<file path="src/rtl/bucket_chain_pool_manager_unit_defines.svh">
// assertion macros shared by the bucket chain pool manager rtl
// no dependencies; included by the files that carry assertions
`ifndef BUCKET_CHAIN_POOL_MANAGER_UNIT_DEFINES_SVH
`define BUCKET_CHAIN_POOL_MANAGER_UNIT_DEFINES_SVH

// condition holds at every clock edge out of reset
`define BCPM_ASSERT_HOLDS(lbl, clk_s, rst_s, cond, msg) \
	lbl: assert property (@(posedge clk_s) disable iff (!rst_s) (cond)) else $error(msg);

// consequent holds in the same cycle as the antecedent
`define BCPM_ASSERT_IMP(lbl, clk_s, rst_s, ante, cons, msg) \
	lbl: assert property (@(posedge clk_s) disable iff (!rst_s) (ante) |-> (cons)) \
		else $error(msg);

// consequent holds in the cycle after the antecedent
`define BCPM_ASSERT_NEXT(lbl, clk_s, rst_s, ante, cons, msg) \
	lbl: assert property (@(posedge clk_s) disable iff (!rst_s) (ante) |=> (cons)) \
		else $error(msg);

`endif

</file>
<file path="src/rtl/bcpm_pkg.sv">
// shared types and constants of the bucket chain pool manager
// no dependencies; imported by every module of the block
`default_nettype none

package bcpm_pkg;

	localparam int unsigned POOL_BUCKETS_DEF     = 1024;
	localparam int unsigned SLOTS_PER_BUCKET_DEF = 8;

	localparam int unsigned CMD_W    = 3;
	localparam int unsigned STATUS_W = 2;
	localparam int unsigned COUNT_W  = 14;
	localparam int unsigned VALUE_W  = 32;

	localparam logic [COUNT_W-1:0] COUNT_MAX = 14'd16383;

	typedef logic [CMD_W-1:0] cmd_t;
	localparam cmd_t CMD_ALLOC  = 3'd0;
	localparam cmd_t CMD_FREE   = 3'd1;
	localparam cmd_t CMD_FCHAIN = 3'd2;
	localparam cmd_t CMD_LENGTH = 3'd3;
	localparam cmd_t CMD_APPEND = 3'd4;

	typedef logic [STATUS_W-1:0] status_t;
	localparam status_t ST_OK   = 2'd0;
	localparam status_t ST_NULL = 2'd1;
	localparam status_t ST_PAST = 2'd2;
	localparam status_t ST_FULL = 2'd3;

	// controller to datapath
	typedef struct packed {
		logic idle;
		logic load;
		logic decode;
		logic grab;
		logic pop;
		logic fchain_step;
		logic sum_step;
		logic find_step;
		logic finish;
	} ctl_t;

	// datapath to controller
	typedef struct packed {
		cmd_t cmd;
		logic chk_ok;
		logic fh_ok;
		logic walk_end;
		logic nx_past;
		logic found;
		logic out_free;
	} sts_t;

endpackage

`default_nettype wire

</file>
<file path="src/rtl/bcpm_ctrl.sv">
// command sequencer of the bucket chain pool manager
// depends on bcpm_pkg and the shared assertion macro header
`default_nettype none
`include "bucket_chain_pool_manager_unit_defines.svh"

module bcpm_ctrl (
	input  logic            clk,
	input  logic            arst_n,
	input  logic            in_valid,
	input  bcpm_pkg::sts_t  sts,
	output bcpm_pkg::ctl_t  ctl
);
	import bcpm_pkg::*;

	typedef enum logic [7:0] {
		S_IDLE   = 8'b0000_0001,
		S_DECODE = 8'b0000_0010,
		S_POP    = 8'b0000_0100,
		S_FCHAIN = 8'b0000_1000,
		S_SUM    = 8'b0001_0000,
		S_FIND   = 8'b0010_0000,
		S_GRAB   = 8'b0100_0000,
		S_FIN    = 8'b1000_0000
	} state_t;

	state_t state_q;
	state_t state_d;

	always_comb begin
		state_d = state_q;
		case (state_q)
			S_IDLE: begin
				if (in_valid) state_d = S_DECODE;
			end
			S_DECODE: begin
				case (sts.cmd)
					CMD_ALLOC:  state_d = sts.fh_ok ? S_POP : S_FIN;
					CMD_FCHAIN: state_d = sts.chk_ok ? S_FCHAIN : S_FIN;
					CMD_LENGTH: state_d = sts.chk_ok ? S_SUM : S_FIN;
					CMD_APPEND: state_d = sts.chk_ok ? S_FIND : S_FIN;
					default:    state_d = S_FIN;
				endcase
			end
			S_POP: begin
				state_d = S_FIN;
			end
			S_FCHAIN: begin
				if (sts.nx_past || sts.walk_end) state_d = S_FIN;
			end
			S_SUM: begin
				if (sts.walk_end) state_d = (sts.cmd == CMD_APPEND) ? S_GRAB : S_FIN;
				else if (sts.nx_past) state_d = S_FIN;
			end
			S_FIND: begin
				if (sts.found) state_d = S_FIN;
				else if (sts.walk_end) state_d = S_SUM;
				else if (sts.nx_past) state_d = S_FIN;
			end
			S_GRAB: begin
				state_d = sts.fh_ok ? S_POP : S_FIN;
			end
			S_FIN: begin
				if (sts.out_free) state_d = S_IDLE;
			end
			default: begin
				state_d = S_IDLE;
			end
		endcase
	end

	always_ff @(posedge clk or negedge arst_n) begin
		if (!arst_n) state_q <= S_IDLE;
		else state_q <= state_d;
	end

	always_comb begin
		ctl.idle        = (state_q == S_IDLE);
		ctl.load        = (state_q == S_IDLE) && in_valid;
		ctl.decode      = (state_q == S_DECODE);
		ctl.grab        = (state_q == S_GRAB);
		ctl.pop         = (state_q == S_POP);
		ctl.fchain_step = (state_q == S_FCHAIN);
		ctl.sum_step    = (state_q == S_SUM);
		ctl.find_step   = (state_q == S_FIND);
		ctl.finish      = (state_q == S_FIN);
	end

	`BCPM_ASSERT_NEXT(a_load_decodes, clk, arst_n, ctl.load, state_q == S_DECODE, "accepted word not decoded")
	`BCPM_ASSERT_NEXT(a_pop_finishes, clk, arst_n, state_q == S_POP, state_q == S_FIN, "pop did not finish")
	`BCPM_ASSERT_NEXT(a_fin_holds, clk, arst_n, ctl.finish && !sts.out_free, state_q == S_FIN, "result dropped while output busy")

endmodule

`default_nettype wire

</file>
<file path="config.mk">
export PLATFORM = sky130hd
export DESIGN_NAME = bcpm_ctrl
export DESIGN_NICKNAME = d
export VERILOG_FILES = /design/src/rtl/bcpm_pkg.sv /design/src/rtl/bcpm_ctrl.sv
export VERILOG_INCLUDE_DIRS = /design/src /design/src/rtl
export SDC_FILE = /design/constraint.sdc
export NUM_CORES = 1
export LEC_CHECK = 0
export BUFFER_PORTS_ARGS = -buffer_cell sky130_fd_sc_hd__buf_2
export CORE_MARGIN = 1.5
export CORE_UTILIZATION = 42
export DETAILED_ROUTE_END_ITERATION = 7
export MAX_ROUTING_LAYER = met4
export PLACE_DENSITY = 0.78
export SYNTH_ARGS = -nofsm -noshare
export SYNTH_HDL_FRONTEND = slang
export SYNTH_SLANG_ARGS = --single-unit
</file>
<file path="constraint.sdc">
create_clock -name clk -period 1.32 [get_ports clk]
set_input_delay 0.066 -clock clk [delete_from_list [all_inputs] [get_ports clk]]
set_output_delay 0.066 -clock clk [all_outputs]
set_load 0.01 [all_outputs]
</file>
==> reports/metrics.yaml, run 1 <==
run_status:
  outcome: "finished with violations"
  violations: "setup timing"
placement:
  gp_congestion: 0.940
  portBuffers: 20
  dpl.hpwl_mm: 1.30
  place_area_um2: 851
critical_path:
  r2r-start: "state_q[7]$_DFFE_PN0P_"
  slowest_delay_ps: 420
  rr_worst_depth: 6
  crit_fanout: 5
  critical_path_class: "reg2out"
  worstSetupEndpointType: "primary output"
  path_cells: "nor4_4 -> buf_4 -> nand2_2 -> nor2_1 -> buf_2"
  slowest_stage: "dfrtp_2"
  r2r-end: "state_q[7]$_DFFE_PN0P_"
  crit_arrival_ps: 1580
  worstPathRequired_ps: 1250
  critical_path.top_delay_family: "simple AND/OR/NAND/NOR gates"
  r2r_slack_ps: -280
  worstPathBufferInverterCount: 2
  startpoint_type: "flip-flop"
route:
  dr.pass1.iters: 4
  drc: 0
  wirelength_mm: 2.36
  num_vias: 812
  wl_per_cell_um: 17.1
  viasPerCell: 5.88
  ant_nets: 0
  drtIter0Drc: 34
min_path:
  min_from: "sts[6]"
  holdPathStages: 2
  min-delay-path-class: "in2reg"
  min_to: "state_q[3]$_DFFE_PN0P_"
timing:
  worst_pin_slew_ps: 322
  finalCriticalPeriod_ps: 1640
  fin_tns_setup_ps: -3980
  skew_ps: 2.39
  rsz0062_at_grt: "true"
  maxSlewHeadroom_pct: 78.4
  fin_ws_ps: -324
  post-route-period-util_pct: 125
  hold_viol_final: 0
  slew_viol_final: 0
  fmax_ghz: 0.608
  finalSetupViolCount: 16
final_layout:
  drive_gt1_share_pct: 61.0
  diodes: 0
  nNetsFinal: 136
  final_cell_mix: "buf_4, buf_2, buf_6"
  final_area_um2: 1110
  layout_commonest_cell: "buf_4"
  largestRegisters: "state_q x8"
  largest_reg_flops: 8
  regMostFlops: "state_q"
  syn2layout_area_growth_pct: 72.4
clock_tree:
  cts.clk_slew.worst_paths_ps: 60
  htreeDepth: 1
  worstSkewPairLatency_ps: 260
  cts_tree: "yes"
  clock_path_buffers: 2
  numCtsBuffers: 3
  cts_root_buf: "clkbuf_4"
  cts_sinks: 8
yosys:
  ys_warn_count: 0
  synth_top_cell_by_area: "dfrtp_1"
  synth_nets: 87
  ys_seq_elements: 8
  synth_top_area_share_pct: 27.2
  syn_area_per_cell_um2: 8.59
  synth_cell_type_count: 35
  yosys-top-cells-area: "dfrtp_1, nor4_4, nor2_1"
  synthCells: 75
  syn_area_um2: 644
  synth-seq-area-share_pct: 31.3
power:
  powerDensity_nw_per_um2: 1350
  vdd_drop_max_uv: 1040
  power_uw: 1500
  power.leakage_uw: 0.000530
global_route:
  grt_pass1_vias: 791
  grt_pass1_wl_mm: 3.46
  grt_usage_pct: 26.5
  overflow: 0
  grt_max_degree: 9
  antenna_found_initial: 0
floorplan:
  rows: 13
  die_h_um: 42.2
  die_w_um: 42.2
  initial_utilization_pct: 47.2
  die_area_um2: 1780
  io_pins: 21
  coreArea_um2: 1370
job:
  drv_cap: 0
## power by group
group          total [µW]  internal (µW)  switching [µW]
clock network         217            117             100
logic                 928            497             431
registers             354            299            55.1
total                1500            913             586
## kinds of logic after synthesis
group	synth area share [%]
simple gates	42.3
compound gates	19.2
flops	31.3
buf+inv	4.08
xor+xnor	1.36
mux	1.75
## area by class of cell
cell class	instances	area, µm²
clock buffers	4	26.3
repair buffers	45	333
multi-input cells	61	509
well taps	15	18.8
flip-flops and latches	8	205
fillers	76	255
inverters	5	18.8
## cell usage after synthesis
master     number
a21boi_1        1
a21oi_1         3
a21oi_2         1
a311oi_1        1
a41o_1          2
a41oi_1         1
a41oi_2         1
and2_2          1
and3_1          2
and3b_1         1
and4_1          1
and4b_1         1
buf_4           1
dfrtp_1         7
dfstp_2         1
inv_1           5
mux2_2          1
nand2_1         7
nand2b_1        2
nand3_1         2
nand3b_1        1
nand4_1         1
nand4b_1        2
nor2_1         11
nor2b_1         3
nor3_1          1
nor3b_1         3
nor4_4          2
nor4b_1         1
o2111ai_1       1
o21a_1          1
o21ai_0         3
o21bai_1        1
or2_1           1
xnor2_1         1
## per-layer routing
metal	track usage, %	vias to the layer above	wire (µm)
met5	-	-	0
met4	15.6	0	73
met3	3.02	10	163
met2	41.2	47	1170
met1	33.0	379	958
li1	-	376	-
## per-stage QoR
step	setup slack, ps	hold slack (ps)	util (%)	cells
finish	-324	42.7	81.3	138
global route	-395	40.7	81.3	138
CTS	-295	29.3	76.1	136
detailed placement	-156	-81.8	62.3	121
global placement	-135	-85.2	62.3	121
floorplan	-104	-230	-	75
## what timing repair did
item                                    4_1_cts  5_1_grt
hold endpoints to repair                      8        0
pin swaps                                    12        7
setup buffers                                10        2
endpoints found under the setup margin       16       17
resized for setup                            18       13
hold buffers                                  1        0
## worst max path at each step
stage,startpoint,to,depth (start not counted)
2_1_floorplan,state_q[3]$_DFFE_PN0P_,state_q[0]$_DFFE_PN1P_,5
6_report,state_q[7]$_DFFE_PN0P_,ctl[7],5
4_1_cts,state_q[1]$_DFFE_PN0P_,ctl[4],5
3_3_place_gp,state_q[1]$_DFFE_PN0P_,state_q[0]$_DFFE_PN1P_,4
5_1_grt,state_q[7]$_DFFE_PN0P_,ctl[7],5
3_5_place_dp,state_q[1]$_DFFE_PN0P_,state_q[0]$_DFFE_PN1P_,4
Power figures use the tool's default switching activity.
==> run 2, diff against run 1 <==
Settings changed: PLACE_DENSITY 0.78 to 0.76, SLEW_MARGIN set to 20.
==> reports/metrics.yaml, run 2 (synthesis gave the netlist of run 1 again) <==
run_status:
  outcome: "finished with violations"  # unchanged
  violations: "setup timing"  # unchanged
route:
  dr.pass1.iters: 4  # unchanged
  viasPerCell: 5.66  # was 5.88
  wirelength_mm: 1.89  # was 2.36 mm
  drtIter0Drc: 12  # was 34
  wl_per_cell_um: 13.9  # was 17.1 µm
  ant_nets: 0  # unchanged
  drc: 0  # unchanged
  num_vias: 770  # was 812
timing:
  skew_ps: 2.07  # was 2.39 ps
  worst_pin_slew_ps: 358  # was 322 ps
  rsz0062_at_grt: "true"  # unchanged
  hold_viol_final: 0  # unchanged
  fin_ws_ps: -294  # was -324 ps
  hold_ws_ps: 7.50  # was 42.7 ps
  fmax_ghz: 0.620  # was 0.608 GHz
  post-route-period-util_pct: 122  # was 125%
  maxSlewHeadroom_pct: 76.1  # was 78.4%
  slew_viol_final: 0  # unchanged
  finalCriticalPeriod_ps: 1610  # was 1640 ps
  finalSetupViolCount: 15  # was 16
floorplan:
  die_w_um: 42.2  # unchanged
  initial_utilization_pct: 47.2  # unchanged
  die_area_um2: 1780  # unchanged
  die_h_um: 42.2  # unchanged
  io_pins: 21  # unchanged
  coreArea_um2: 1370  # unchanged
  rows: 13  # unchanged
clock_tree:
  cts_tree: "yes"  # unchanged
  numCtsBuffers: 3  # unchanged
  cts.clk_slew.worst_paths_ps: 60  # about the same
  cts_root_buf: "clkbuf_4"  # unchanged
  cts_sinks: 8  # unchanged
  htreeDepth: 1  # unchanged
  clock_path_buffers: 2  # unchanged
  worstSkewPairLatency_ps: 270  # was 260 ps
power:
  power.leakage_uw: 0.000517  # was 0.000530 µW
  pwr-share-seq_pct: 23.7  # was 23.6%
  intPower_uw: 885  # was 913 µW
  vdd_drop_max_uv: 658  # was 1040 µV
  powerDensity_nw_per_um2: 1350  # about the same
  pwr-share-clk_pct: 14.9  # was 14.5%
  sw_frac_of_total_pct: 38.9  # was 39.1%
  combinationalPowerShare_pct: 61.3  # was 61.9%
  p_sw_uw: 564  # was 586 µW
job:
  drv_cap: 0  # unchanged
placement:
  portBuffers: 20  # unchanged
  gp_congestion: 0.897  # was 0.940
  dpl.hpwl_mm: 1.39  # was 1.30 mm
  pre_cts_ws_ps: -172  # was -156 ps
critical_path:
  rr_worst_depth: 6  # unchanged
  slowest_delay_ps: 400  # was 420 ps
  r2r-start: "state_q[3]$_DFFE_PN0P_"  # was state_q[7]$_DFFE_PN0P_
  path_cells: "nor4_4 -> buf_4 -> and4b_2 -> buf_6"  # was nor4_4 -> buf_4 -> nand2_2 -> nor2_1 -> buf_2
  crit_arrival_ps: 1550  # was 1580 ps
  cp-startpoint: "state_q[3]$_DFFE_PN0P_"  # was state_q[7]$_DFFE_PN0P_
  r2r_slack_ps: -260  # was -280 ps
  startpoint_type: "flip-flop"  # unchanged
  slowest_stage: "dfrtp_1"  # was dfrtp_2
  worstPathRequired_ps: 1250  # about the same
  r2r-end: "state_q[2]$_DFFE_PN0P_"  # was state_q[7]$_DFFE_PN0P_
  worstSetupEndpointType: "primary output"  # unchanged
  critical_path_class: "reg2out"  # unchanged
  crit_fanout: 3  # was 5
min_path:
  min-delay-path-class: "in2reg"  # unchanged
  holdPathStages: 2  # unchanged
  min_to: "state_q[3]$_DFFE_PN0P_"  # unchanged
  min_from: "sts[6]"  # unchanged
global_route:
  use_met3_pct: 3.88  # was 3.02%
  grt_pass1_vias: 728  # was 791
  grt_usage_pct: 23.4  # was 26.5%
  grt_pass1_wl_mm: 3.15  # was 3.46 mm
  use_met1_pct: 28.0  # was 33.0%
  antenna_found_initial: 0  # unchanged
  overflow: 0  # unchanged
  grt_max_degree: 9  # unchanged
  use_met2_pct: 38.2  # was 41.2%
  grt.busiest_layer: "met2"  # unchanged
final_layout:
  fill_cells: 110  # was 76
  nNetsFinal: 134  # was 136
  drive_gt1_share_pct: 56.2  # was 61.0%
  diodes: 0  # unchanged
  largest_reg_flops: 8  # unchanged
  layout_commonest_cell: "buf_4"  # unchanged
  largestRegisters: "state_q x8"  # unchanged
  final_cell_mix: "buf_4, buf_2, nor2_1, buf_6, dfrtp_1"  # was buf_4, buf_2, buf_6
  regMostFlops: "state_q"  # unchanged
  syn2layout_area_growth_pct: 66.2  # was 72.4%
run 2: metrics by stage:
step / total power [µW] / setup TNS [ps] / instance area [µm²] / util [%] / cells
CTS: 1300 / -3770 / 1000 / 73.3 / 136
floorplan: 704 / -425 / 653 / - / 75
global route: 1530 / -4760 / 1070 / 78.4 / 136
detailed placement: 931 / -1110 / 881 / 64.5 / 125
finish: 1450 / -3620 / 1070 / 78.4 / 136
global placement: 913 / -881 / 881 / 64.5 / 125
run 2: final cells by class:
| cell class | instances | area, µm² | area share, % |
|---|---|---|---|
| clock buffers | 4 | 26.3 | 2.45 |
| inverters | 5 | 18.8 | 1.75 |
| multi-input cells | 61 | 490 | 45.8 |
| flip-flops and latches | 8 | 203 | 18.9 |
| well taps | 15 | 18.8 | 1.75 |
| repair buffers | 43 | 314 | 29.3 |
run 2: repair_timing:
item / in CTS / in global routing
setup buffers: 6 / 0
setup endpoints to repair: 16 / 17
hold endpoints to repair: 8 / 0
pin swaps: 9 / 4
gates resized for setup: 9 / 17
hold buffers: 1 / 0
run 2: worst max-delay path by stage:
stage               cells after the start  slack [ps]                     end
floorplan                               5        -100  state_q[0]$_DFFE_PN1P_
global placement                        4        -150  state_q[0]$_DFFE_PN1P_
detailed placement                      4        -170  state_q[2]$_DFFE_PN0P_
CTS                                     4        -280                  ctl[6]
global route                            5        -380                  ctl[5]
finish                                  4        -290                  ctl[6]
run 2: power by group through the flow:
stage / Sequential (µW) / Combinational [µW] / Clock [µW]
floorplan: 347 / 357 / 0
global placement: 347 / 566 / 0
detailed placement: 351 / 580 / 0
CTS: 342 / 745 / 210
global route: 347 / 958 / 229
finish: 344 / 888 / 216
run 2: critical path, delay by kind of cell (launching register included):
kind | cells | cell delay, ps
AND/OR/NAND/NOR | 2 | 600
buffers and inverters | 2 | 270
flip-flops | 1 | 400
run 2: routing by layer:
metal,up-vias,part of all wire [%]
met2,26,49
li1,371,-
met3,3,4.0
met5,-,0
met4,0,1.6
met1,370,46
==> run 3, diff against run 2 <==
Settings changed: ABC_AREA set to 1, PLACE_DENSITY 0.76 to 0.75.
==> reports/metrics.yaml, run 3 <==
final_layout:
  drive_gt1_share_pct: 46.9  # was 56.2%
  largest_reg_flops: 8  # unchanged
  nNetsFinal: 156  # was 134
  regMostFlops: "state_q"  # unchanged
  syn2layout_area_growth_pct: 52.8  # was 66.2%
  fill_cells: 122  # was 110
  largestRegisters: "state_q x8"  # unchanged
  layout_commonest_cell: "nand2_1"  # was buf_4
  final_cell_mix: "nand2_1, inv_1, buf_2"  # was buf_4, buf_2, nor2_1, buf_6, dfrtp_1
  diodes: 0  # unchanged
yosys:
  syn_area_um2: 687  # was 644 µm²
  synth_edf_count: 0  # unchanged
  syn_area_per_cell_um2: 6.30  # was 8.59 µm²
  synth-seq-area-share_pct: 29.3  # was 31.3%
  synth_nets: 121  # was 87
  synthFlopType: "dfrtp_1"  # unchanged
  async_flop_share_pct: 100  # unchanged
  synth_top_cell_by_area: "dfrtp_1"  # unchanged
  synthCells: 109  # was 75
  synth_top_family_by_area: "simple AND/OR/NAND/NOR gates"  # unchanged
  ys_warn_count: 0  # unchanged
  yosysMostFrequentCell: "nand2_1"  # was nor2_1
  netlist_top_cells_count: "nand2_1, inv_1, nor2_1, nand3_1, dfrtp_1"  # was nor2_1, dfrtp_1, nand2_1, inv_1
  yosys.area_share.xor_xnor_pct: 0  # was 1.36%
  synth.area.mux_share_pct: 0  # was 1.75%
  synth-compound-area-share_pct: 4.37  # was 19.2%
  synth-adder-area-share_pct: 0  # unchanged
  synth_cell_type_count: 18  # was 35
  yosys.area_share.simple_pct: 54.8  # was 42.3%
  synth_top_area_share_pct: 25.5  # was 27.2%
  ys_seq_elements: 8  # unchanged
  yosys-top-cells-area: "dfrtp_1, nand2_1, inv_1"  # was dfrtp_1, nor4_4, nor2_1
placement:
  portBuffers: 20  # unchanged
  gp_congestion: 0.818  # was 0.897
  pre_cts_ws_ps: -21.9  # was -172 ps
  dpl.hpwl_mm: 1.34  # was 1.39 mm
route:
  viasPerCell: 5.15  # was 5.66
  wirelength_mm: 1.99  # was 1.89 mm
  dr.pass1.iters: 4  # unchanged
  drtIter0Drc: 21  # was 12
  wl_per_cell_um: 12.5  # was 13.9 µm
  ant_nets: 0  # unchanged
  drc: 0  # unchanged
  num_vias: 819  # was 770
power:
  powerDensity_nw_per_um2: 1460  # was 1350 nW/µm²
  vdd_drop_max_uv: 929  # was 658 µV
  power.leakage_uw: 0.000569  # was 0.000517 µW
min_path:
  min-delay-path-class: "in2reg"  # unchanged
  holdPathStages: 2  # unchanged
critical_path:
  startpoint_type: "flip-flop"  # unchanged
  r2r-start: "state_q[0]$_DFFE_PN1P_"  # was state_q[3]$_DFFE_PN0P_
  rr_worst_depth: 9  # was 6
  r2r-end: "state_q[5]$_DFFE_PN0P_"  # was state_q[2]$_DFFE_PN0P_
  cp-endpoint: "state_q[5]$_DFFE_PN0P_"  # was ctl[6]
  worstSetupEndpointType: "flip-flop"  # was primary output
  crit_fanout: 3  # unchanged
  critical_path_class: "reg2reg"  # was reg2out
  worstPathRequired_ps: 1480  # was 1250 ps
  cp-startpoint: "state_q[0]$_DFFE_PN1P_"  # was state_q[3]$_DFFE_PN0P_
  r2r_slack_ps: -80  # was -260 ps
  crit_arrival_ps: 1550  # about the same
timing:
  finalSetupViolCount: 10  # was 15
  hold_viol_final: 0  # unchanged
  fin_tns_setup_ps: -461  # was -3620 ps
  post-route-period-util_pct: 106  # was 122%
  rsz0062_at_grt: "true"  # unchanged
  skew_ps: 5.03  # was 2.07 ps
  fmax_ghz: 0.716  # was 0.620 GHz
  fin_ws_ps: -75.8  # was -294 ps
  maxSlewHeadroom_pct: 79.3  # was 76.1%
  slew_viol_final: 0  # unchanged
  worst_pin_slew_ps: 309  # was 358 ps
  finalCriticalPeriod_ps: 1400  # was 1610 ps
floorplan:
  die_area_um2: 1890  # was 1780 µm²
  initial_utilization_pct: 45.1  # was 47.2%
  die_h_um: 43.4  # was 42.2 µm
  io_pins: 21  # unchanged
  rows: 14  # was 13
  die_w_um: 43.4  # was 42.2 µm
  coreArea_um2: 1520  # was 1370 µm²
job:
  drv_cap: 0  # unchanged
clock_tree:
  clock_path_buffers: 2  # unchanged
  cts_tree: "yes"  # unchanged
  htreeDepth: 1  # unchanged
  worstSkewPairLatency_ps: 260  # was 270 ps
  cts_sinks: 8  # unchanged
  cts.clk_slew.worst_paths_ps: 60  # about the same
  cts_root_buf: "clkbuf_4"  # unchanged
  numCtsBuffers: 3  # unchanged
global_route:
  antenna_found_initial: 0  # unchanged
  grt_pass1_wl_mm: 2.90  # was 3.15 mm
  grt_pass1_vias: 687  # was 728
  grt_max_degree: 9  # unchanged
  grt_usage_pct: 21.8  # was 23.4%
  overflow: 0  # unchanged
run_status:
  violations: "setup timing"  # unchanged
  outcome: "finished with violations"  # unchanged
## run 3: changes by cell type in the layout (fill, tap and decap cells not counted), sizes merged, moves of 3 or more
cell	change
nand3	+7
nor2	+10
a21oi	-3
nor2b	-3
inv	+16
nand2	+29
nor3	+5
buf	-13
nor3b	-3
## run 3: cell families (layout without fill, tap and decap cells)
kind of cell	Yosys count	in the layout
AOI/OAI and AO/OA	6	6
DFF	8	8
buffers and inverters	21	55
and+or+nand+nor	74	74
## run 3: what timing repair did
item,CTS,global route
hold endpoints to repair,8,0
endpoints found under the setup margin,9,15
hold buffers,1,0
setup buffers,8,0
gates resized for setup,23,17
pin swaps,9,8
## run 3: cell type report
cell class                      count  area, µm²  share of cell area [%]
Multi-Input combinational cell     80        480                    45.8
Timing Repair Buffer               30        236                    22.5
Sequential cell                     8        203                    19.3
Inverter                           21       83.8                    7.99
Clock buffer                        4       26.3                    2.50
Tap cell                           16       20.0                    1.91
## run 3: how the worst min path moves through the flow
stage | from | end | slack (ps)
floorplan | arst_n | state_q[1]$_DFFE_PN0P_ | -230
global placement | arst_n | state_q[1]$_DFFE_PN0P_ | -80
detailed placement | arst_n | state_q[1]$_DFFE_PN0P_ | -80
CTS | sts[6] | state_q[3]$_DFFE_PN0P_ | 30
global route | sts[6] | state_q[3]$_DFFE_PN0P_ | 40
finish | sts[6] | state_q[3]$_DFFE_PN0P_ | 30
## run 3: worst max-delay path: stages (launching register included)
cell and delay [ps]:
dfstp_2 580, inv_2 60, nand2_2 80, nor2_2 60
nand3_1 150, nand2_4 70, nor2_4 100, nand2_1 80
nand2_1 70, nand2_1 50
## run 3: per-layer routing
layer | routed length, µm | track usage (%) | vias to the layer above
li1 | - | - | 408
met1 | 859 | 26.2 | 378
met2 | 1010 | 34.9 | 26
met3 | 83 | 6.25 | 7
met4 | 31 | 7.27 | 0
met5 | 0 | - | -
## run 3: metrics by stage
step           instances  power, µW  utilization (%)  area [µm²]  hold slack, ps
2_1_floorplan        109        775                -         687            -230
3_3_place_gp         146        946             53.4         815           -80.6
3_5_place_dp         146        955             53.4         815           -80.6
4_1_cts              159       1430             64.7         986            32.4
5_1_grt              159       1640             68.9        1050            39.5
6_report             159       1540             68.9        1050            31.2
## run 3: report_power, final
group	switching [µW]	internal (µW)
registers	62.1	301
logic	532	430
clock network	94.2	116
